File: src/design/btss_fifo.sv
// Small FIFO between the sampler front and back ends.
// No package dependencies.
module btss_fifo #(
  parameter int W     = 8,
  parameter int DEPTH = 2
) (
  input  logic         clk_i,
  input  logic         rst_ni,
  input  logic         push_i,
  input  logic [W-1:0] data_i,
  output logic         full_o,
  input  logic         pop_i,
  output logic [W-1:0] data_o,
  output logic         empty_o
);
  localparam int PTW = (DEPTH > 1) ? $clog2(DEPTH) : 1;
  localparam int CNW = $clog2(DEPTH + 1);

  logic [W-1:0]   mem_q [DEPTH];
  logic [PTW-1:0] wr_q, wr_d, rd_q, rd_d;
  logic [CNW-1:0] cnt_q, cnt_d;

  assign full_o  = (cnt_q == CNW'(DEPTH));
  assign empty_o = (cnt_q == '0);
  assign data_o  = mem_q[rd_q];

  always_comb begin
    wr_d  = wr_q;
    rd_d  = rd_q;
    cnt_d = cnt_q;
    if (push_i) begin
      wr_d = (wr_q == PTW'(DEPTH - 1)) ? '0 : wr_q + PTW'(1);
    end
    if (pop_i) begin
      rd_d = (rd_q == PTW'(DEPTH - 1)) ? '0 : rd_q + PTW'(1);
    end
    if (push_i && !pop_i) begin
      cnt_d = cnt_q + CNW'(1);
    end else if (!push_i && pop_i) begin
      cnt_d = cnt_q - CNW'(1);
    end
  end

  always_ff @(posedge clk_i or negedge rst_ni) begin
    if (!rst_ni) begin
      wr_q  <= '0;
      rd_q  <= '0;
      cnt_q <= '0;
    end else begin
      wr_q  <= wr_d;
      rd_q  <= rd_d;
      cnt_q <= cnt_d;
    end
  end

  always_ff @(posedge clk_i) begin
    if (push_i) begin
      mem_q[wr_q] <= data_i;
    end
  end
endmodule

File: config.mk
export PLATFORM = sky130hd
export DESIGN_NAME = btss_fifo
export DESIGN_NICKNAME = d
export VERILOG_FILES = /design/src/design/btss_fifo.sv
export SDC_FILE = /design/constraint.sdc
export NUM_CORES = 1
export LEC_CHECK = 0
export BUFFER_PORTS_ARGS = -buffer_cell sky130_fd_sc_hd__buf_2
export CAP_MARGIN = 20
export CORE_AREA = 2 2 42 48
export DETAILED_ROUTE_END_ITERATION = 8
export DIE_AREA = 0 0 44 50
export GPL_TIMING_DRIVEN = 1
export PLACE_DENSITY_LB_ADDON = 0.08
export SYNTH_ARGS = -nofsm -noshare
export SYNTH_HDL_FRONTEND = slang
export SYNTH_SLANG_ARGS = --single-unit
File: constraint.sdc
create_clock -name clk_i -period 1.6 [get_ports clk_i]
set_input_delay 0.08 -clock clk_i [delete_from_list [all_inputs] [get_ports clk_i]]
set_output_delay 0.08 -clock clk_i [all_outputs]
set_load 0.02 [all_outputs]
# Word-level counts from Yosys, hierarchy flattened
# Memory sizes are Yosys's and may differ from the RTL's.
# Cells that the tools add are included.
dict set report word_totals {
  ff_bits 4
  ramBits 16
  out_inout_bits 10
  n_memories 1
}
# memory depth width read_ports rd_ports_with_merged_regs wr line
set memory_table {}
lappend memory_table {mem_q 2 8 1 0 1 19} ;# logic [W-1:0] mem_q [DEPTH];
dict set report op_classes {
  addsub 4
  eq_ne 1
  mux 6
  reduce_logical 6
}
# operator count
set ops {}
lappend ops {{1-bit 2-to-1 mux} 4}
lappend ops {{2-bit 2-to-1 mux} 2}
lappend ops {{1-bit adder (second input constant)} 2}
lappend ops {{2-bit by 1-bit adder with 2-bit output (second input constant)} 1}
lappend ops {{2-bit == test (second input constant)} 1}
lappend ops {{1-bit logical AND} 2}
lappend ops {{1-bit zero test} 2}
lappend ops {{2-bit zero test} 1}
lappend ops {{2-bit nonzero test} 1}
lappend ops {{2-bit by 1-bit subtractor with 2-bit output (second input constant)} 1}

# Depth between registers and ports, before layout
dict set report logic_depth {
  word_depth 4
  mapped_depth 5
  depth_no_buf 5
}

# Worst setup path after synthesis
# Ideal clock, no wire load.
dict set report synth_path {
  kind {reg-to-reg}
  from {register wr_q}
  to {memory mem_q[0][0] (enable)}
  setup_time_ps 373
  t_arrival_ps 789
  t_required_ps 1227
  slack_ps 438
  stages_incl_launch_ff 2
  n_path_buf 0
  path_cell_list {dfrtp_1 > nor2b_1}
}
# item line
set synth_lines {}
lappend synth_lines {{from (decl)} 20} ;# logic [PTW-1:0] wr_q, wr_d, rd_q, rd_d;
lappend synth_lines {{from (signal assigned)} 50} ;# wr_q <= wr_d;
lappend synth_lines {{to (decl)} 19}
# No word-level cell before the write port.

# Final worst setup path
dict set report layout_path {
  from {register rd_q}
  to {output data_o[0]}
}
dict set report layout_via {
  elab_chain_len 1
}
# item line
set layout_rtl {}
lappend layout_rtl {{from (decl)} 20}
lappend layout_rtl {{from (signal assigned)} 51} ;# rd_q <= rd_d;
lappend layout_rtl {{memory read 2 x 8 bit} -}
lappend layout_rtl {{to (decl)} 13} ;# output logic [W-1:0] data_o,
# No other way between the ends.

==> flow_summary.toml <==
[synth]
ys.flop_type = "edfxtp_1"
synth_seq_cells = 20
synthTopCellsByArea = "edfxtp_1 62%, dfrtp_1 13%, mux2_2 12%"
yosys-top-cells-count = "16 x edfxtp_1, 8 x mux2_2, 4 x dfrtp_1, 4 x xor2_1, 2 x nor2_1"
synth_most_common_cell = "edfxtp_1"
synthArstFlopShare_pct = 20.0
yosysSeqAreaShare_pct = 75.3
netlist_area_sq_um = 771
netlist.area_leader.share_pct = 62.3
syn_avg_cell_area_sq_um = 18.8
netlist-cell-type-count = 12
synth_edf_count = 16
yosysTopAreaCell = "edfxtp_1"
yosysWarnings = 0
syn_inst = 41
syn-num-nets = 54

[clock_network]
root_buffer = "clkbuf_4"
cts_tree = "done"
cts_sinks = 20
post_cts_resized = 0
htree_levels = 1
clkTransAtPathRegs_ns = 0.10
cts_buffers = 3
insertion_delay_ns = 0.29
ctsHoldBuffers = 11
clock_path_buffers = 2
post_cts_buffers = 0

[critical_path]
cp_num_buf_inv = 1
start_kind = "flop"
cp_slowest_cell = "dfrtp_1"
cp_slowest_stage_delay_ns = 0.58
worst-endpoint-arrival_ns = 1.42
cp_max_fo = 9
critPathTopFamily = "flip-flops"
cp_data_required_time_ns = 1.52
crit_chain = "mux2_2 > buf_2"
end_kind = "output pin"
crit_type = "flop to output pin"

[pwr]
leakage_nw = 0.432
p_per_area_nw_per_um2 = 1520
p_total_w = 0.00158
ir_drop_v = 0.000770

[floorplanning]
start_util_pct = 44.8
die_height_microns = 50
die-area_sq_um = 2200
coreArea_sq_um = 1720
rows = 16
die_w_microns = 44
pin_count = 22

[timing]
max_slew_margin_pct = 74.1
fin_setup_tns_ns = 0
setup_ws_ns = 0.101
fin_crit_sh_pct = 93.7
hold_viol = 0
worst_slew_pin_slew_ns = 0.389
fmax_mhz = 667
period_minus_slack_ns = 1.50
drv_slew = 0
setup_viol_count_final = 0
finalClockSkew_ns = 0.00770
rsz0062_at_grt = "no"

[finish]
drive_gt1_share_pct = 44.9
area_growth_pct = 34.7
diodes = 0
fill_cells = 140
multiInputGateArea_sq_um = 175
finish.utilization_pct = 60.3
nets = 92
seq_area_sq_um = 581

[detailed_routing]
drt-initial-drc-count = 6
routed_wirelength_microns = 1130
wl_per_cell_microns = 11.8
drc = 0
drt-pass1-iter-count = 5
vias_per_cell = 4.56
antenna_left = 0
num_vias = 438

[place]
dp_hpwl_microns = 749
pre_cts_ws_ns = 0.408
place_congestion = 0.669
place.port_buffers = 21

[global_route]
antenna_found_initial = 0
grt_pass1_wl_microns = 1750
grtUsageTotal_pct = 11.6
grt_pass1_vias = 416
grt_max_degree = 12
grt_overflow = 0

[flow_run]
max_cap_violations = 0

[outcome]
status = "finished clean"

[min_path]
hold_class = "input port to async pin"
==> power breakdown <==
group          switching (W)  total, W  internal, W
clock               0.000132  0.000229    0.0000967
sequential         0.0000956  0.000802     0.000707
combinational       0.000285  0.000549     0.000264
total               0.000513   0.00158      0.00107
==> final timing paths <==
path / startpoint / to / slack [ns] / cells after the start
min in group clk_i: wr_q$_DFFE_PN0P_ / wr_q$_DFFE_PN0P_ / 0.49 / 1
setup / recovery: rd_q$_DFFE_PN0P_ / data_o[0] / 0.10 / 2
max in group asynchronous: rst_ni / rd_q$_DFFE_PN0P_ / 1.36 / 2
hold / removal: rst_ni / wr_q$_DFFE_PN0P_ / 0.12 / 2
setup reg to reg: wr_q$_DFFE_PN0P_ / mem_q[1][5]$_DFFE_PP_ / 0.50 / 1
hold reg to reg: wr_q$_DFFE_PN0P_ / wr_q$_DFFE_PN0P_ / 0.49 / 1
==> per-stage QoR <==
stage / cells / cell area, sq um / hold WS, ns
after floorplan: 41 / 771 / -0.216
after global placement: 81 / 902 / -0.107
after detailed placement: 81 / 902 / -0.108
after CTS: 96 / 1040 / 0.105
after global routing: 96 / 1040 / 0.0964
final: 96 / 1040 / 0.116
==> state kept, by name, indices dropped and copies added, names as in the netlist <==
register and flops:
cnt_q 2, mem_q 16, wr_q 1, rd_q 1
==> cell families (layout without fill, tap and decap cells) <==
kind of cell,after synthesis,after routing,share of synthesized area (%)
adders and majority gates,1,1,1.62
muxes,8,8,11.7
buffers and inverters,2,39,1.95
xor gates and xnor gates,5,5,5.68
and+or+nand+nor,5,5,3.74
DFF,20,20,75.3
==> layout by cell type, fill, tap and decap left out <==
cell / netlist / final
ha_1: 1 / 1
edfxtp_1: 16 / 16
and2b_2: 1 / 1
and2_1: 1 / 1
dlygate4sd3_1: 0 / 11
dfrtp_1: 4 / 4
buf_2: 0 / 21
mux2_2: 8 / 8
inv_1: 1 / 1
xor2_1: 4 / 4
xnor2_1: 1 / 1
nor2_1: 2 / 2
buf_4: 0 / 2
clkbuf_1: 0 / 1
nor2b_1: 1 / 1
clkbuf_4: 0 / 3
==> cell type report <==
class / count / share of cell area [%]
inverter: 1 / 0.361
clock buffer: 4 / 2.53
multi-input combinational: 19 / 16.9
sequential: 20 / 55.9
timing repair buffer: 34 / 22.2
tap: 18 / 2.17
==> metal layers <==
| layer | GRT usage (%) | up-vias | part of all wire, % |
|---|---|---|---|
| met2 | 18.9 | 12 | 51 |
| met3 | 5.49 | 0 | 4.2 |
| met4 | 4.55 | 0 | 0 |
| li1 | - | 221 | - |
| met1 | 12.8 | 205 | 44 |
| met5 | 0 | - | 0 |
No activity file was read; power rests on OpenSTA's default activity.
