<file path="src/design/btss_pkg.sv">
// Package for the bilinear texel sampler: transaction structs, config layout,
// codes and default parameter values. No dependencies.
package btss_pkg;

  localparam int MAX_WIDTH_DEF       = 128;
  localparam int MAX_HEIGHT_DEF      = 128;
  localparam int MAX_CHANNELS_DEF    = 4;
  localparam int COORD_FRAC_BITS_DEF = 8;
  localparam int PIXEL_BITS_DEF      = 16;
  localparam int COORD_BITS          = 24;
  localparam int VALUE_BITS          = 16;
  localparam int CFG_DATA_BITS       = 16;
  localparam int CFG_IDX_BITS        = 3;

  typedef enum logic [CFG_IDX_BITS-1:0] {
    CFG_WIDTH, CFG_HEIGHT, CFG_CHANNELS, CFG_MODE, CFG_FILL
  } cfg_idx_e;

  typedef enum logic [1:0] {
    BND_FILL, BND_CLAMP, BND_WRAP, BND_FILL_ALL
  } bnd_mode_e;

  typedef enum logic {
    KIND_WRITE, KIND_SAMPLE
  } kind_e;

  typedef enum logic [1:0] {
    F_IDLE, F_DIV, F_PUSH
  } front_state_e;

  typedef enum logic [3:0] {
    B_IDLE, B_RD0, B_RD1, B_RD2, B_RD3, B_CAP, B_TOP, B_BOT, B_SUM, B_RND
  } back_state_e;

  typedef struct packed {
    logic                         kind;
    logic signed [COORD_BITS-1:0] coord_x;
    logic signed [COORD_BITS-1:0] coord_y;
    logic [1:0]                   channel;
    logic [6:0]                   write_x;
    logic [6:0]                   write_y;
    logic signed [VALUE_BITS-1:0] write_value;
  } in_item_t;

  typedef struct packed {
    logic signed [VALUE_BITS-1:0] sample_value;
    logic                         channel_error;
  } out_item_t;

  typedef struct packed {
    logic [7:0]                   img_cols;
    logic [7:0]                   img_rows;
    logic [2:0]                   channel_count;
    logic [1:0]                   boundary_mode;
    logic signed [VALUE_BITS-1:0] border_val;
  } cfg_t;

endpackage

</file>
<file path="src/design/btss_front.sv">
// Front end: accepts transactions, checks channel and bounds, splits the
// coordinates and maps neighbor indices by boundary mode. Uses btss_pkg.
module btss_front import btss_pkg::*; #(
  parameter int MAX_WIDTH       = MAX_WIDTH_DEF,
  parameter int MAX_HEIGHT      = MAX_HEIGHT_DEF,
  parameter int MAX_CHANNELS    = MAX_CHANNELS_DEF,
  parameter int COORD_FRAC_BITS = COORD_FRAC_BITS_DEF,
  parameter int PIXEL_BITS      = PIXEL_BITS_DEF,
  parameter int EW              = 64
) (
  input  logic          clk_i,
  input  logic          rst_ni,
  input  logic          start_i,
  output logic          busy_o,
  input  in_item_t      item_i,
  input  cfg_t          cfg_i,
  output logic          push_o,
  output logic [EW-1:0] entry_o,
  input  logic          full_i
);
  localparam int F   = COORD_FRAC_BITS;
  localparam int XW  = $clog2(MAX_WIDTH);
  localparam int YW  = $clog2(MAX_HEIGHT);
  localparam int CHW = (MAX_CHANNELS > 1) ? $clog2(MAX_CHANNELS) : 1;
  localparam int CW  = COORD_BITS - F;
  localparam int MD  = (MAX_WIDTH > MAX_HEIGHT) ? MAX_WIDTH : MAX_HEIGHT;
  localparam int NM  = $clog2(MD + 1);
  localparam int AW  = (CW + 1 > NM + 1) ? CW + 1 : NM + 1;
  localparam int CTW = $clog2(CW);
  localparam int PB  = PIXEL_BITS;
  localparam logic signed [AW-1:0] ONE_A = AW'(1);
  localparam logic signed [33:0] PIX_HI = 34'sd2 ** (PB - 1) - 34'sd1;
  localparam logic signed [33:0] PIX_LO = -PIX_HI - 34'sd1;

  typedef struct packed {
    logic                  is_write;
    logic                  err;
    logic [CHW-1:0]        chan;
    logic [XW-1:0]         x0;
    logic [XW-1:0]         x1;
    logic [YW-1:0]         y0;
    logic [YW-1:0]         y1;
    logic                  okx0;
    logic                  okx1;
    logic                  oky0;
    logic                  oky1;
    logic [F-1:0]          tx;
    logic [F-1:0]          ty;
    logic signed [PB-1:0]  wval;
  } entry_t;

  front_state_e         state_q, state_d;
  in_item_t             item_q;
  logic                 err_q, err_d;
  logic signed [CW-1:0] x0_q, y0_q;
  logic [CW-1:0]        magx_q, magx_d, magy_q, magy_d;
  logic [NM:0]          remx_q, remx_d, remy_q, remy_d;
  logic [CTW-1:0]       cnt_q, cnt_d;
  logic [NM-1:0]        ew, eh, rx, ry, rx1, ry1;
  logic [NM:0]          mx0, mx1, my0, my1;
  logic signed [CW-1:0] xin, yin;
  logic                 chan_ok, wr_ok;
  entry_t               e;

  function automatic logic [NM-1:0] eff_dim(logic [7:0] v, int mx);
    if (v == 8'd0) return NM'(1);
    if (int'(v) > mx) return NM'(mx);
    return NM'(v);
  endfunction

  function automatic logic [NM:0] rem_step(logic [NM:0] r, logic b, logic [NM-1:0] n);
    logic [NM:0] t;
    t = {r[NM-1:0], b};
    if (t >= {1'b0, n}) t = t - {1'b0, n};
    return t;
  endfunction

  function automatic logic [NM-1:0] wrap_fix(logic [NM:0] r, logic neg, logic [NM-1:0] n);
    if (neg && (r != '0)) return n - r[NM-1:0];
    return r[NM-1:0];
  endfunction

  // returns {ok, index}
  function automatic logic [NM:0] map_axis(logic signed [AW-1:0] v, logic [NM-1:0] n,
                                          logic [1:0] mode, logic [NM-1:0] wr);
    logic signed [AW-1:0] ns;
    logic [NM:0]          res;
    ns = AW'(n);
    unique case (bnd_mode_e'(mode))
      BND_FILL:  res = {(v >= 0) && (v < ns), v[NM-1:0]};
      BND_CLAMP: begin
        if (v < 0) res = {1'b1, NM'(0)};
        else if (v >= ns) res = {1'b1, n - NM'(1)};
        else res = {1'b1, v[NM-1:0]};
      end
      BND_WRAP:  res = {1'b1, wr};
      default:   res = '0;
    endcase
    return res;
  endfunction

  function automatic logic signed [PB-1:0] sat_pix(logic signed [VALUE_BITS-1:0] v);
    logic signed [33:0] t;
    t = 34'(v);
    if (t > PIX_HI) t = PIX_HI;
    if (t < PIX_LO) t = PIX_LO;
    return t[PB-1:0];
  endfunction

  assign ew      = eff_dim(cfg_i.img_cols, MAX_WIDTH);
  assign eh      = eff_dim(cfg_i.img_rows, MAX_HEIGHT);
  assign chan_ok = ({1'b0, item_i.channel} < cfg_i.channel_count) &&
                   (int'(item_i.channel) < MAX_CHANNELS);
  assign wr_ok   = chan_ok && (int'(item_i.write_x) < int'(ew)) &&
                   (int'(item_i.write_y) < int'(eh));
  assign xin     = item_i.coord_x[COORD_BITS-1:F];
  assign yin     = item_i.coord_y[COORD_BITS-1:F];
  assign busy_o  = (state_q != F_IDLE);

  assign rx  = wrap_fix(remx_q, x0_q[CW-1], ew);
  assign ry  = wrap_fix(remy_q, y0_q[CW-1], eh);
  assign rx1 = (rx + NM'(1) == ew) ? '0 : rx + NM'(1);
  assign ry1 = (ry + NM'(1) == eh) ? '0 : ry + NM'(1);
  assign mx0 = map_axis(AW'(x0_q), ew, cfg_i.boundary_mode, rx);
  assign mx1 = map_axis(AW'(x0_q) + ONE_A, ew, cfg_i.boundary_mode, rx1);
  assign my0 = map_axis(AW'(y0_q), eh, cfg_i.boundary_mode, ry);
  assign my1 = map_axis(AW'(y0_q) + ONE_A, eh, cfg_i.boundary_mode, ry1);

  always_comb begin
    e          = '0;
    e.is_write = (item_q.kind == KIND_WRITE);
    e.err      = err_q;
    e.chan     = CHW'(item_q.channel);
    e.tx       = item_q.coord_x[F-1:0];
    e.ty       = item_q.coord_y[F-1:0];
    e.wval     = sat_pix(item_q.write_value);
    if (item_q.kind == KIND_WRITE) begin
      e.x0 = XW'(item_q.write_x);
      e.y0 = YW'(item_q.write_y);
    end else begin
      e.x0   = XW'(mx0[NM-1:0]);
      e.x1   = XW'(mx1[NM-1:0]);
      e.y0   = YW'(my0[NM-1:0]);
      e.y1   = YW'(my1[NM-1:0]);
      e.okx0 = mx0[NM];
      e.okx1 = mx1[NM];
      e.oky0 = my0[NM];
      e.oky1 = my1[NM];
    end
  end
  assign entry_o = EW'(e);

  always_comb begin
    state_d = state_q;
    err_d   = err_q;
    magx_d  = magx_q;
    magy_d  = magy_q;
    remx_d  = remx_q;
    remy_d  = remy_q;
    cnt_d   = cnt_q;
    push_o  = 1'b0;
    unique case (state_q)
      F_IDLE: begin
        if (start_i) begin
          err_d  = !chan_ok;
          magx_d = xin[CW-1] ? CW'(-xin) : CW'(xin);
          magy_d = yin[CW-1] ? CW'(-yin) : CW'(yin);
          remx_d = '0;
          remy_d = '0;
          cnt_d  = '0;
          if (item_i.kind == KIND_WRITE) begin
            state_d = wr_ok ? F_PUSH : F_IDLE;
          end else begin
            state_d = chan_ok ? F_DIV : F_PUSH;
          end
        end
      end
      F_DIV: begin
        remx_d = rem_step(remx_q, magx_q[CW-1], ew);
        remy_d = rem_step(remy_q, magy_q[CW-1], eh);
        magx_d = magx_q << 1;
        magy_d = magy_q << 1;
        cnt_d  = cnt_q + CTW'(1);
        if (cnt_q == CTW'(CW - 1)) state_d = F_PUSH;
      end
      F_PUSH: begin
        if (!full_i) begin
          push_o  = 1'b1;
          state_d = F_IDLE;
        end
      end
      default: state_d = F_IDLE;
    endcase
  end

  always_ff @(posedge clk_i or negedge rst_ni) begin
    if (!rst_ni) begin
      state_q <= F_IDLE;
      cnt_q   <= '0;
    end else begin
      state_q <= state_d;
      cnt_q   <= cnt_d;
    end
  end

  always_ff @(posedge clk_i) begin
    if (state_q == F_IDLE && start_i) begin
      item_q <= item_i;
      x0_q   <= xin;
      y0_q   <= yin;
    end
    err_q  <= err_d;
    magx_q <= magx_d;
    magy_q <= magy_d;
    remx_q <= remx_d;
    remy_q <= remy_d;
  end
endmodule

</file>
<file path="config.mk">
export PLATFORM = sky130hd
export DESIGN_NAME = btss_front
export DESIGN_NICKNAME = d
export VERILOG_FILES = /design/src/design/btss_pkg.sv /design/src/design/btss_front.sv
export SDC_FILE = /design/constraint.sdc
export NUM_CORES = 1
export LEC_CHECK = 0
export BUFFER_PORTS_ARGS = -buffer_cell sky130_fd_sc_hd__buf_4
export CAP_MARGIN = 25
export CORE_ASPECT_RATIO = 1.5
export CORE_MARGIN = 3
export CORE_UTILIZATION = 50
export CTS_CLUSTER_DIAMETER = 120
export CTS_CLUSTER_SIZE = 16
export DETAILED_ROUTE_END_ITERATION = 16
export PLACE_DENSITY_LB_ADDON = 0.05
export SLEW_MARGIN = 5
export SYNTH_ARGS = -nofsm -noshare
export SYNTH_HDL_FRONTEND = slang
export SYNTH_SLANG_ARGS = --single-unit
</file>
<file path="constraint.sdc">
create_clock -name clk_i -period 4.4 [get_ports clk_i]
set_clock_uncertainty 0.05 [all_clocks]
set_input_delay 0.66 -clock clk_i [delete_from_list [all_inputs] [get_ports clk_i]]
set_output_delay 0.66 -clock clk_i [all_outputs]
set_load 0.05 [all_outputs]
</file>
# Yosys cells after proc, flatten, opt, wreduce, memory -nomap -nowiden
# Cells that the tools add are included.
[op_classes]
n_addsub = 13
order_cmp = 25
eq_ne = 10
n_mux = 62
reduce_logical = 19
[op_table]
columns = ["cell", "n"]
rows = [
  ["8-bit 2-to-1 mux", 22],
  ["9-bit one-hot mux with 3 select lines", 4],
  ["16-bit 2-to-1 mux", 5],
  ["16-bit one-hot mux with 2 select lines", 2],
  ["9-bit one-hot mux with 2 select lines", 2],
  ["16-bit by 2-bit adder with 17-bit output (second input constant)", 2],
  ["17-bit by 1-bit greater-or-equal comparator with 1-bit output (second input constant)", 2],
  ["17-bit by 9-bit greater-or-equal comparator with 1-bit output", 2],
  ["17-bit by 1-bit < comparator with 1-bit output (second input constant)", 2],
  ["17-bit by 9-bit < comparator with 1-bit output", 2],
  ["34-bit by 16-bit < comparator with 1-bit output (second input constant)", 1],
  ["34-bit 2-to-1 mux", 1],
  ["16-bit by 1-bit greater-or-equal comparator with 1-bit output (second input constant)", 2],
  ["16-bit by 9-bit greater-or-equal comparator with 1-bit output", 2],
  ["16-bit by 1-bit < comparator with 1-bit output (second input constant)", 2],
  ["16-bit by 9-bit < comparator with 1-bit output", 2],
  ["16-bit negation", 2],
  ["9-bit 2-to-1 mux", 3],
  ["7-bit 2-to-1 mux", 3],
  ["9-bit by 8-bit greater-or-equal comparator with 1-bit output", 2],
  ["9-bit nonzero test", 2],
  ["9-bit by 8-bit subtractor with 9-bit output", 2],
  ["8-bit by 1-bit adder with 8-bit output (second input constant)", 2],
  ["8-bit == test", 2],
  ["other kinds (23)", 56],
]
[totals]
register_bits = 135
out_inout_bits = 66
wordCells = 143

# Logic depth before layout (Yosys ltp)
# Gate-level depths: netlist of the first run.
[logic_depth]
depth_word = 13
depth_mapped = 19

# Worst setup path before layout of the first run
# Ideal clock, no wire load.
[synth_path]
path_kind = "input-to-output"
from = "input port cfg_i[23] (netlist bit)"
to = "output port entry_o[38]"
t_arrival_ns = 4.726
t_required_ns = 3.690
path_slack_ns = -1.036
stages = 17
path_buffers = 0
path_cell_list = "nor4_1 a21oi_1 nor2_1 inv_1 ha_1 inv_1 fa_1 nand2_1 a2bb2oi_1 inv_1 ha_1 nand3b_2 nand3b_1 xor2_2 xnor2_1 a2111oi_4 o31ai_1"
[synth_between]
elab_chain_cells = 13
[synth_lines]
columns = ["item", "line_no", "rtl"]
rows = [
  ["start: declaration", "btss_front.sv:16", "input cfg_t cfg_i,"],
  ["8-bit > comparator", "btss_front.sv:67", "if (int'(v) > mx) return NM'(mx);"],
  ["1-bit 2-to-1 mux (2 in a row)", "btss_front.sv:67", ""],
  ["8-bit 2-to-1 mux", "btss_front.sv:68", "return NM'(v);"],
  ["8-bit 2-to-1 mux (*)", "btss_front.sv:67", ""],
  ["8-bit subtractor", "btss_front.sv:79", "if (neg && (r != '0)) return n - r[NM-1:0];"],
  ["8-bit 2-to-1 mux", "btss_front.sv:79", ""],
  ["8-bit 2-to-1 mux", "btss_front.sv:80", "return r[NM-1:0];"],
  ["8-bit by 1-bit adder with 8-bit output", "btss_front.sv:123", "assign ry1 = (ry + NM'(1) == eh) ? '0 : ry + NM'(1);"],
  ["8-bit == test", "btss_front.sv:123", ""],
  ["8-bit 2-to-1 mux", "btss_front.sv:123", ""],
  ["9-bit one-hot mux with 3 select lines (*)", "btss_front.sv:89", "unique case (bnd_mode_e'(mode))"],
  ["11-bit 2-to-1 mux (*)", "btss_front.sv:137", "if (item_q.kind == KIND_WRITE) begin"],
  ["end: declaration", "btss_front.sv:18", "output logic [EW-1:0] entry_o,"],
]
# Every way passes the cells marked *; elsewhere a longest branch is shown, timed or not. The select of a mux whose other input is x is not followed.

# Worst setup path after layout of the first run
[layout_path]
from = "register y0_q[1]"
to = "output port entry_o[40]"
[layout_between]
elab_chain_cells = 6
[layout_lines]
columns = ["item", "line_no", "rtl"]
rows = [
  ["start: declaration", "btss_front.sv:55", "logic signed [CW-1:0] x0_q, y0_q;"],
  ["start signal: assignment", "btss_front.sv:210", "y0_q <= yin;"],
  ["16-bit by 2-bit adder with 17-bit output (*)", "btss_front.sv:127", "assign my1 = map_axis(AW'(y0_q) + ONE_A, eh, cfg_i.boundary_mode, ry1);"],
  ["17-bit by 9-bit greater-or-equal comparator with 1-bit output", "btss_front.sv:93", "else if (v >= ns) res = {1'b1, n - NM'(1)};"],
  ["8-bit 2-to-1 mux", "btss_front.sv:93", ""],
  ["8-bit 2-to-1 mux", "btss_front.sv:92", "if (v < 0) res = {1'b1, NM'(0)};"],
  ["9-bit one-hot mux with 3 select lines (*)", "btss_front.sv:89", ""],
  ["11-bit 2-to-1 mux (*)", "btss_front.sv:137", ""],
]
# Every way passes the cells marked *; elsewhere a longest branch is shown, timed or not.

==> metrics.csv, run 1 <==
metric,value,unit
status,finished with violations,
violated checks,setup timing,
CTS Buffer Depth,2,
drt drc,0,
Detailed Route WL,30600,um
iteration count of the initial detailed-routing pass,7,
WS Path Type,flop to output port,
layout cells sized above 1,34.4,%
"most common cell after layout, fill and taps aside",buf_4,
vias in the first global route,9751,
dpl hpwl,23500,um
die span in x,124,um
via count,9645,
r2r endpoint,remx_q[8],
Pleak,6.22,nW
Syn Nets,1328,
row cnt,64,
critical-path cell list,ha_2 -> xnor2_2 -> inv_1 -> ha_4 -> o21a_1 -> o21a_1 -> o21ai_1 -> nand2b_1 -> a21oi_2 -> nor2b_1 -> o21ai_1 -> nor4bb_4 -> ha_1 -> a41oi_4 -> nand3b_1 -> o22ai_1 -> nand2_1 -> o31ai_4 -> buf_6,
full die area,22800,um2
Starting Density,51.3,%
most used flip-flop cell after synthesis,edfxtp_1,
dpl ws,-0.607,ns
Die Span Y,184,um
Buffers on Ports,171,
max-slew violation count,0,
core region area,20500,um2
Final Cycle Share,109,%
Ports,188,
final count of negative-setup-slack endpoints,16,
CP bufs+invs,2,
final setup TNS,-4.40,ns
largest net degree at the start of global routing,48,
"Clk pin slew, worst setup/hold paths",0.06,ns
most frequent cells in the layout,"buf_4, edfxtp_1, nand2_1, inv_1, ha_1",
via count normalized by instance count,5.74,
Max stage delay on crit path,0.48,ns
worst hold path startpoint,item_i[2],
power per cell area,587,nW/um2
initial antenna violation count,0,
Synth-to-Final Area Change,39.8,%
worst hold path class,primary input to flop,
clk sinks,135,
mapped cell area,10500,um2
Worst path top cell family by delay,compound AO/OA/AOI/OAI gates,
CTS tree,yes,
Reg power frac,26.0,%
Critical Path Slowest Stage Cell,edfxtp_1,
first-pass GRT wire length,48300,um
root buf cell,clkbuf_16,
RSZ-0062 raised after global routing,yes,
Tot GR Track Use,26.3,%
post-synthesis sequential area ratio,38.3,%
CTS Buf Count,17,
Max-slew headroom,39.8,%
Post-synth EDFFs,129,
DR WL/cell,18.2,um
"Max FO, Critical Path",7,
Worst EP required,3.69,ns
H-tree lvl count,4,
# diodes,0,
grt ovf,0,
DR iter-0 viols,721,
Psw,3.60,mW
Setup crit end kind,output port,
combinational power share,56.3,%
Sw Share,41.7,%
Worst R2R Setup Slack,1.33,ns
internal power,5.03,mW
final worst path period need,4.79,ns
Worst Slack Setup Final,-0.387,ns
Clock Latency Late Sink,0.42,ns
startpoint type of the worst setup path,flop,
routability congestion estimate,0.936,
Final Hold Viols,0,
post-synthesis area per instance,9.53,um2
post-route ant nets,0,
# nets final,1628,
FF-to-FF Start,remx_q[0],
Clock Power Share,17.7,%
ys async rst share,4.44,%
Hold EP,item_q[2],
Cell variety after synth,78,
CP arrival,4.08,ns
Worst Tran Pin Value,0.901,ns
final hold slack,0.365,ns
cell count after synthesis,1104,
Max Cap Viol,0,
Max Fclk,0.209,GHz
register bit total from synthesis,135,
WHS Path Cells,1,
Peak VDD IR,0.512,mV
yosys warns,0,
fillers,1570,
FF-to-FF path depth,10,
==> final cells by class <==
type,count,area [um2],share of cell area [%]
Multi-Input combinational cell,814,6650,45.2
Sequential cell,135,4020,27.4
Timing Repair Buffer,339,2710,18.4
Clock buffer,18,429,2.92
Inverter,97,372,2.53
Tap cell,264,330,2.25
Clock inverter,14,198,1.34
==> layer usage <==
metal	part of all wire (%)	wire [um]	vias up	GRT usage (%)
met3	5.9	1810	81	5.76
met5	0	0	-	0
met2	50	15400	346	47.2
met1	40	12100	4556	30.0
met4	4.0	1230	0	11.5
li1	-	-	4662	-
==> Yosys cell counts (4+ instances only) <==
library cell	instances	area, um2
edfxtp_1	129	3870
nand2_1	104	390
ha_1	98	1230
inv_1	95	357
nor2_1	66	248
o21ai_0	60	300
xnor2_1	48	420
a21oi_1	43	215
clkbuf_1	36	135
xor2_1	31	272
nand3_1	25	125
nor2b_1	23	144
o22ai_1	23	144
a21o_1	21	158
nand2b_1	19	119
nand4_1	19	119
buf_4	16	120
nor3_1	16	80.1
o21a_1	14	105
a222oi_1	13	130
o31ai_1	12	90.1
or3_1	12	75.1
o21ai_1	11	55.1
nor4_1	10	62.6
o221ai_1	9	78.8
o31a_1	8	70.1
a211oi_1	7	52.6
a21boi_0	7	52.6
a31oi_1	6	37.5
and3_1	6	37.5
dfrtp_1	6	150
mux2i_1	6	60.1
nand3b_1	6	45.0
or4_1	6	45.0
buf_1	5	18.8
and2_1	4	25.0
and3b_1	4	35.0
and4_1	4	35.0
fa_1	4	80.1
o211ai_1	4	30.0
o21bai_1	4	30.0
o41ai_1	4	35.0
or4_4	4	45.0
==> worst max-delay path by stage <==
stage	start	to	slack (ns)	cells after the start
floorplan	cfg_i[23]	entry_o[36]	-0.42	17
global placement	cfg_i[23]	entry_o[38]	-0.48	21
detailed placement	cfg_i[23]	entry_o[38]	-0.61	21
CTS	y0_q[1]	entry_o[38]	-0.36	19
global route	cfg_i[23]	entry_o[40]	-0.54	22
finish	y0_q[1]	entry_o[40]	-0.39	19
==> through the flow <==
step / std cells / utilization (%) / area (um2) / power (mW)
2_1_floorplan: 1104 / - / 11000 / 5.33
3_5_place_dp: 1625 / 65.6 / 13400 / 6.81
5_1_grt: 1681 / 71.7 / 14700 / 9.16
4_1_cts: 1676 / 71.1 / 14600 / 8.56
6_report: 1681 / 71.7 / 14700 / 8.64
3_3_place_gp: 1624 / 65.5 / 13400 / 6.71
==> repair_timing <==
action	in CTS	in global routing
gates cloned	0	0
buffers inserted	20	7
hold buffers	1	0
hold endpoints to repair	6	0
pin swaps	40	31
endpoints found under the setup margin	28	28
gates resized for setup	71	20
==> worst register-to-register path, cell delays in order, from the launching register on <==
cell and delay (ns):
edfxtp_1 0.52, ha_1 0.37, nor2b_1 0.14, o21ai_0 0.12, a21boi_0 0.29, o21a_1 0.16
nor2_1 0.07, o311a_1 0.52, a211oi_1 0.36, xnor2_1 0.17, nor2_1 0.06
==> kinds of logic (layout without fill, tap and decap cells) <==
group	after synthesis	count (layout)	synth area share [%]
AO/OA/AOI/OAI	277	277	18.4
XOR/XNOR	81	81	6.95
adder cells (fa/ha/maj)	102	102	12.4
buffers and inverters	155	468	6.20
flip-flops	135	135	38.3
multiplexers	9	9	0.892
AND/OR/NAND/NOR	345	345	16.9
==> power by group through the flow <==
stage	logic (mW)	registers, mW	clock network (mW)
floorplan	3.12	2.21	0
global placement	4.45	2.26	0
finish	4.86	2.25	1.53
CTS	4.77	2.25	1.55
detailed placement	4.54	2.27	0
global route	5.27	2.30	1.60
==> state kept, by name, summed over array words and instances, names as in the netlist <==
signal and flops:
item_q 31, entry_o 16, magx_q 16, magy_q 16
x0_q 16, y0_q 16, remx_q 9, remy_q 9
cnt_q 4, state_q 2
Power figures use the tool's default switching activity.
==> run 2: changes to the inputs <==
- CORE_UTILIZATION: 50 -> 52
- RECOVER_POWER: unset -> 50
==> run 2 against run 1 <==
  * The flow finishes with violations (capacitance limit, slew limit, setup timing)
  * Worst setup slack improved by 0.031 ns
  * Core utilization is 1.3 points higher
  * Cell area is 1.7% lower
  * Sequential power hardly changed
  * Wire length increased by 0.57%
  * First-iteration DRC count up 2.5%
  * Non-clock buffer count grew 9
  * Register-to-register slack improved by 0.03 ns
  * Hold slack better by 0.021 ns
  * Critical path type unchanged
  * Critical endpoint is now entry_o[39]
  * Largest power group unchanged
  * Highest routed layer unchanged
==> metrics.csv, run 2 (synthesized netlist as in run 1, its figures left out) <==
metric,value,unit,change
CTS Buf Count,17,,unchanged
Clock Latency Late Sink,0.42,ns,about the same
clk sinks,135,,unchanged
layout cells sized above 1,30.1,%,-4.3 points
startpoint type of the worst setup path,flop,,
Detailed Route WL,30800,um,+0.57%
Max-slew headroom,-26.3,%,-66 points
FF-to-FF path depth,10,,unchanged
full die area,22000,um2,-3.7%
DR WL/cell,18.3,um,+0.27%
"non-filler cells, final",1686,,+0.30%
largest net degree at the start of global routing,58,,+21%
# diodes,0,,unchanged
number of flip-flops in the largest register,31,,unchanged
# nets final,1637,,+0.55%
RSZ-0062 raised after global routing,yes,,
Biggest register,item_q,,
Buffers on Ports,171,,unchanged
WHS Path Cells,1,,unchanged
row cnt,63,,-1.6%
Worst Slack Setup Final,-0.356,ns,+0.0314 ns
post-route ant nets,0,,unchanged
CTS Buffer Depth,2,,unchanged
final hold slack,0.386,ns,+0.0207 ns
worst hold path startpoint,item_i[34],,
Final Cycle Share,108,%,-0.71 points
Tot GR Track Use,27.4,%,+1.1 points
dpl hpwl,23700,um,+1.0%
Placed Cells,1623,,-0.12%
Worst Tran Pin Value,1.89,ns,+0.994 ns
most frequent cells in the layout,"buf_4, edfxtp_1, nand2_1, inv_1, ha_1",,
Worst R2R Setup Slack,1.36,ns,+0.03 ns
FF-to-FF Start,remx_q[0],,
"Clk pin slew, worst setup/hold paths",0.06,ns,about the same
Ports,188,,unchanged
routability congestion estimate,0.979,,+4.6%
via count,9813,,+1.7%
"Cell Area, Placed",13400,um2,-0.11%
Die Span Y,180,um,-1.9%
violated checks,"capacitance limit, slew limit, setup timing",,
worst hold path class,primary input to flop,,
Hold EP,entry_o[18],,
vias in the first global route,9711,,-0.41%
final count of negative-setup-slack endpoints,16,,unchanged
CTS tree,yes,,
"Max FO, Critical Path",7,,unchanged
iteration count of the initial detailed-routing pass,7,,unchanged
WS Path Type,flop to output port,,
Setup crit end kind,output port,,
Starting Density,53.2,%,+1.9 points
Peak VDD IR,0.411,mV,-20%
final worst path period need,4.76,ns,-0.0314 ns
grt ovf,0,,unchanged
status,finished with violations,,
first-pass GRT wire length,47800,um,-1.0%
power per cell area,594,nW/um2,+1.1%
r2r endpoint,remx_q[8],,
Synth-to-Final Area Change,37.4,%,
Final Hold Viols,0,,unchanged
core region area,19800,um2,-3.5%
via count normalized by instance count,5.82,,+1.4%
fillers,1564,,-0.38%
CP arrival,4.05,ns,-0.03 ns
die span in x,122,um,-1.8%
Max Cap Viol,1,,+1
Pleak,5.95,nW,-4.3%
Worst EP required,3.69,ns,about the same
root buf cell,clkbuf_16,,
H-tree lvl count,4,,unchanged
max-slew violation count,53,,+53
total power,8.58,mW,-0.66%
DR iter-0 viols,739,,+2.5%
fin area,14500,um2,-1.7%
drt drc,0,,unchanged
"most common cell after layout, fill and taps aside",buf_4,,
final core occ,73.1,%,+1.3 points
Max Fclk,0.210,GHz,+0.66%
initial antenna violation count,0,,unchanged
-- run 2: cell types whose count changed in the layout (fill, tap and decap cells not counted), moves of 3 or more --
cell and change:
buf_4 -100, clkbuf_4 +34, clkbuf_1 +78, o22ai_2 -3, o22ai_1 +4
-- run 2: what timing repair did --
| item | in CTS | in global routing |
|---|---|---|
| resized for setup | 66 | 35 |
| hold buffers | 1 | 0 |
| setup buffers | 12 | 17 |
| endpoints found under the setup margin | 28 | 28 |
| hold endpoints to repair | 6 | 0 |
| pin swaps | 37 | 28 |
-- run 2: per-layer routing --
metal | part of all wire (%) | global-route usage [%] | vias to the layer above
met1 | 40 | 32.9 | 4666
met4 | 4.3 | 11.5 | 0
met5 | 0 | 0 | -
li1 | - | - | 4683
met3 | 6.0 | 5.56 | 89
met2 | 50 | 47.2 | 375
-- run 2: how the worst max path moves through the flow --
stage | startpoint | end
final | y0_q[1] | entry_o[39]
after floorplan | cfg_i[23] | entry_o[36]
after global routing | cfg_i[26] | entry_o[40]
after detailed placement | cfg_i[23] | entry_o[38]
after CTS | y0_q[1] | entry_o[39]
after global placement | cfg_i[23] | entry_o[39]
-- run 2: through the flow --
step / setup slack, ns / TNS [ns]
floorplan: -0.421 / -2.78
global placement: -0.420 / -6.86
detailed placement: -0.526 / -7.71
CTS: -0.363 / -3.45
global route: -0.510 / -7.08
finish: -0.356 / -3.73
-- run 2: final cells by class --
cell class	count	area, um2	share of cell area (%)
Multi-Input combinational cell	814	6680	46.2
Inverter	97	372	2.57
Tap cell	260	325	2.25
Timing Repair Buffer	348	2450	16.9
Clock inverter	15	186	1.29
Clock buffer	17	425	2.94
Sequential cell	135	4020	27.8
-- run 2: power by group --
group          internal (mW)  total, mW  switching [mW]
combinational           2.09       4.87            2.78
sequential              1.96       2.23           0.270
clock                  0.860       1.48           0.616
total                   4.91       8.58            3.67
-- run 2: worst max-delay path, cell delays in order, from the launching register on --
cell and delay, ns:
edfxtp_1 0.51, inv_2 0.10, ha_4 0.27, ha_4 0.24, nor2b_4 0.12, o21a_1 0.16
o21a_1 0.16, o21ai_1 0.12, nand2b_1 0.09, a21oi_2 0.13, nor2b_1 0.06, o21ai_1 0.11
nor4bb_2 0.23, ha_1 0.28, a41oi_2 0.25, nand3b_1 0.31, o22ai_1 0.11, nand2_1 0.14
o31ai_4 0.08, buf_6 0.17
==> run 3: changes to the inputs <==
- CELL_PAD_IN_SITES_DETAIL_PLACEMENT: unset -> 1
- CELL_PAD_IN_SITES_GLOBAL_PLACEMENT: unset -> 1
- CORE_UTILIZATION: 52 -> 40
==> run 3 against run 2 <==
  * The flow still finishes with violations (capacitance limit, slew limit, setup timing)
  * Sequential cell count stayed put
  * Register-to-register slack worse by 0.21 ns
  * Via count is 1.9% higher
  * Sequential power hardly changed
  * Highest routed layer unchanged
  * Fmax is 1.2% lower
  * Die area is 29% higher
  * Power is 3.6% higher
  * Global-route usage is 0.69 points lower
==> metrics.csv, run 3 (synthesized netlist as in run 1, its figures left out) <==
metric,value,unit,change
max-slew violation count,68,,+28%
fin area,14800,um2,+2.0%
"Clk pin slew, worst setup/hold paths",0.07,ns,about the same
via count normalized by instance count,5.65,,-2.9%
Tot GR Track Use,26.7,%,-0.69 points
total power,8.89,mW,+3.6%
routability congestion estimate,0.922,,-5.8%
die span in x,138,um,+13%
Final Hold Viols,0,,unchanged
Die Span Y,205,um,+14%
Clock Latency Late Sink,0.43,ns,about the same
Worst Slack Setup Final,-0.413,ns,-0.0568 ns
Max-slew headroom,-62.6,%,-36 points
critical-path cell list,buf_8 -> nor4_4 -> a21oi_2 -> nor2_2 -> buf_4 -> ha_4 -> nor2b_4 -> o21a_1 -> o21a_1 -> o21ai_1 -> nand2b_1 -> a21oi_2 -> nor2b_1 -> o21ai_1 -> nor4bb_2 -> ha_1 -> a41oi_2 -> buf_6 -> nand3b_1 -> o22ai_1 -> nand2_1 -> o31ai_4 -> buf_6,,
FF-to-FF Start,state_q[1],,
worst hold path class,primary input to flop,,
Max Fclk,0.208,GHz,-1.2%
iteration count of the initial detailed-routing pass,6,,-1
layout cells sized above 1,31.3,%,+1.3 points
DR WL/cell,22.0,um,+20%
final setup TNS,-3.81,ns,-0.0787 ns
H-tree lvl count,4,,unchanged
Max stage delay on crit path,0.32,ns,-0.19 ns
status,finished with violations,,
row cnt,72,,+14%
crit path launch,cfg_i[26],,
final worst path period need,4.81,ns,+0.0568 ns
initial antenna violation count,0,,unchanged
# nets final,1647,,+0.61%
Worst path top cell family by delay,simple AND/OR/NAND/NOR gates,,
power per cell area,603,nW/um2,+1.6%
Final Cycle Share,109,%,+1.3 points
first-pass GRT wire length,58900,um,+23%
violated checks,"capacitance limit, slew limit, setup timing",,
CP bufs+invs,4,,+2
final count of negative-setup-slack endpoints,15,,-1
dpl ws,-0.496,ns,+0.0307 ns
largest net degree at the start of global routing,52,,-10%
Worst Tran Pin Value,2.43,ns,+0.536 ns
final core occ,57.1,%,-16 points
via count,10000,,+1.9%
drt drc,0,,unchanged
FF-to-FF path depth,4,,-6
total stage count of the critical path,23,,+4
"Cell Area, Placed",13600,um2,+1.5%
CTS Buf Count,17,,unchanged
core region area,25900,um2,+31%
Placed Cells,1709,,+5.3%
Worst R2R Setup Slack,1.15,ns,-0.21 ns
clk sinks,135,,unchanged
root buf cell,clkbuf_16,,
Buffers on Ports,171,,unchanged
Worst EP required,3.69,ns,about the same
"non-filler cells, final",1769,,+4.9%
CTS Buffer Depth,2,,unchanged
# diodes,0,,unchanged
Synth-to-Final Area Change,40.2,%,
WS Path Type,primary input to output port,,
Peak VDD IR,0.685,mV,+67%
Detailed Route WL,38900,um,+26%
Critical Path Slowest Stage Cell,nor4_4,,
RSZ-0062 raised after global routing,yes,,
CP arrival,4.10,ns,+0.05 ns
number of flip-flops in the largest register,31,,unchanged
CTS tree,yes,,
Max Cap Viol,2,,+1
Setup crit end kind,output port,,
"most common cell after layout, fill and taps aside",buf_4,,
dpl hpwl,29800,um,+25%
grt ovf,0,,unchanged
Ports,188,,unchanged
startpoint type of the worst setup path,primary input,,
DR iter-0 viols,481,,-35%
Starting Density,40.7,%,-12 points
Biggest register,item_q,,
post-route ant nets,0,,unchanged
Setup crit end,entry_o[39],,
final hold slack,0.375,ns,-0.0112 ns
vias in the first global route,11000,,+13%
full die area,28300,um2,+29%
most frequent cells in the layout,"buf_4, edfxtp_1, nand2_1, inv_1, ha_1",,
"Max FO, Critical Path",7,,unchanged
r2r endpoint,entry_o[22],,
Pleak,6.03,nW,+1.4%
run 3: final cells by class:
type | instances | area (um2)
Fill cell | 2858 | 11100
Multi-Input combinational cell | 814 | 6770
Sequential cell | 135 | 4020
Timing Repair Buffer | 358 | 2570
Clock buffer | 19 | 433
Tap cell | 333 | 417
Inverter | 97 | 377
Clock inverter | 13 | 163
run 3: worst min-delay path by stage:
stage / start / end / slack [ns] / cells after the start
2_1_floorplan: rst_ni / cnt_q[0] / 0.31 / 0
3_3_place_gp: rst_ni / cnt_q[3] / 0.42 / 1
3_5_place_dp: rst_ni / cnt_q[3] / 0.43 / 1
4_1_cts: item_i[13] / item_q[13] / 0.34 / 1
5_1_grt: item_i[34] / entry_o[18] / 0.36 / 1
6_report: item_i[34] / entry_o[18] / 0.37 / 1
run 3: layer usage:
layer | global-route usage [%] | routed length (um) | vias to the layer above
met5 | 0 | 0 | -
met4 | 17.6 | 2680 | 0
met3 | 3.64 | 1190 | 116
met2 | 52.7 | 21600 | 249
met1 | 25.3 | 13400 | 4921
li1 | - | - | 4714
run 3: repair_timing:
item                                    4_1_cts  5_1_grt
buffers inserted                             16       11
gates resized for setup                      77       47
hold endpoints to repair                      6        0
hold buffers                                  1        0
pin swaps                                    54       32
endpoints found under the setup margin       28       28
run 3: power by group:
group          leakage, nW  switching [mW]  internal, mW
Combinational         4.43            2.97          2.18
Sequential            1.32           0.283          1.97
Clock                0.288           0.638         0.856
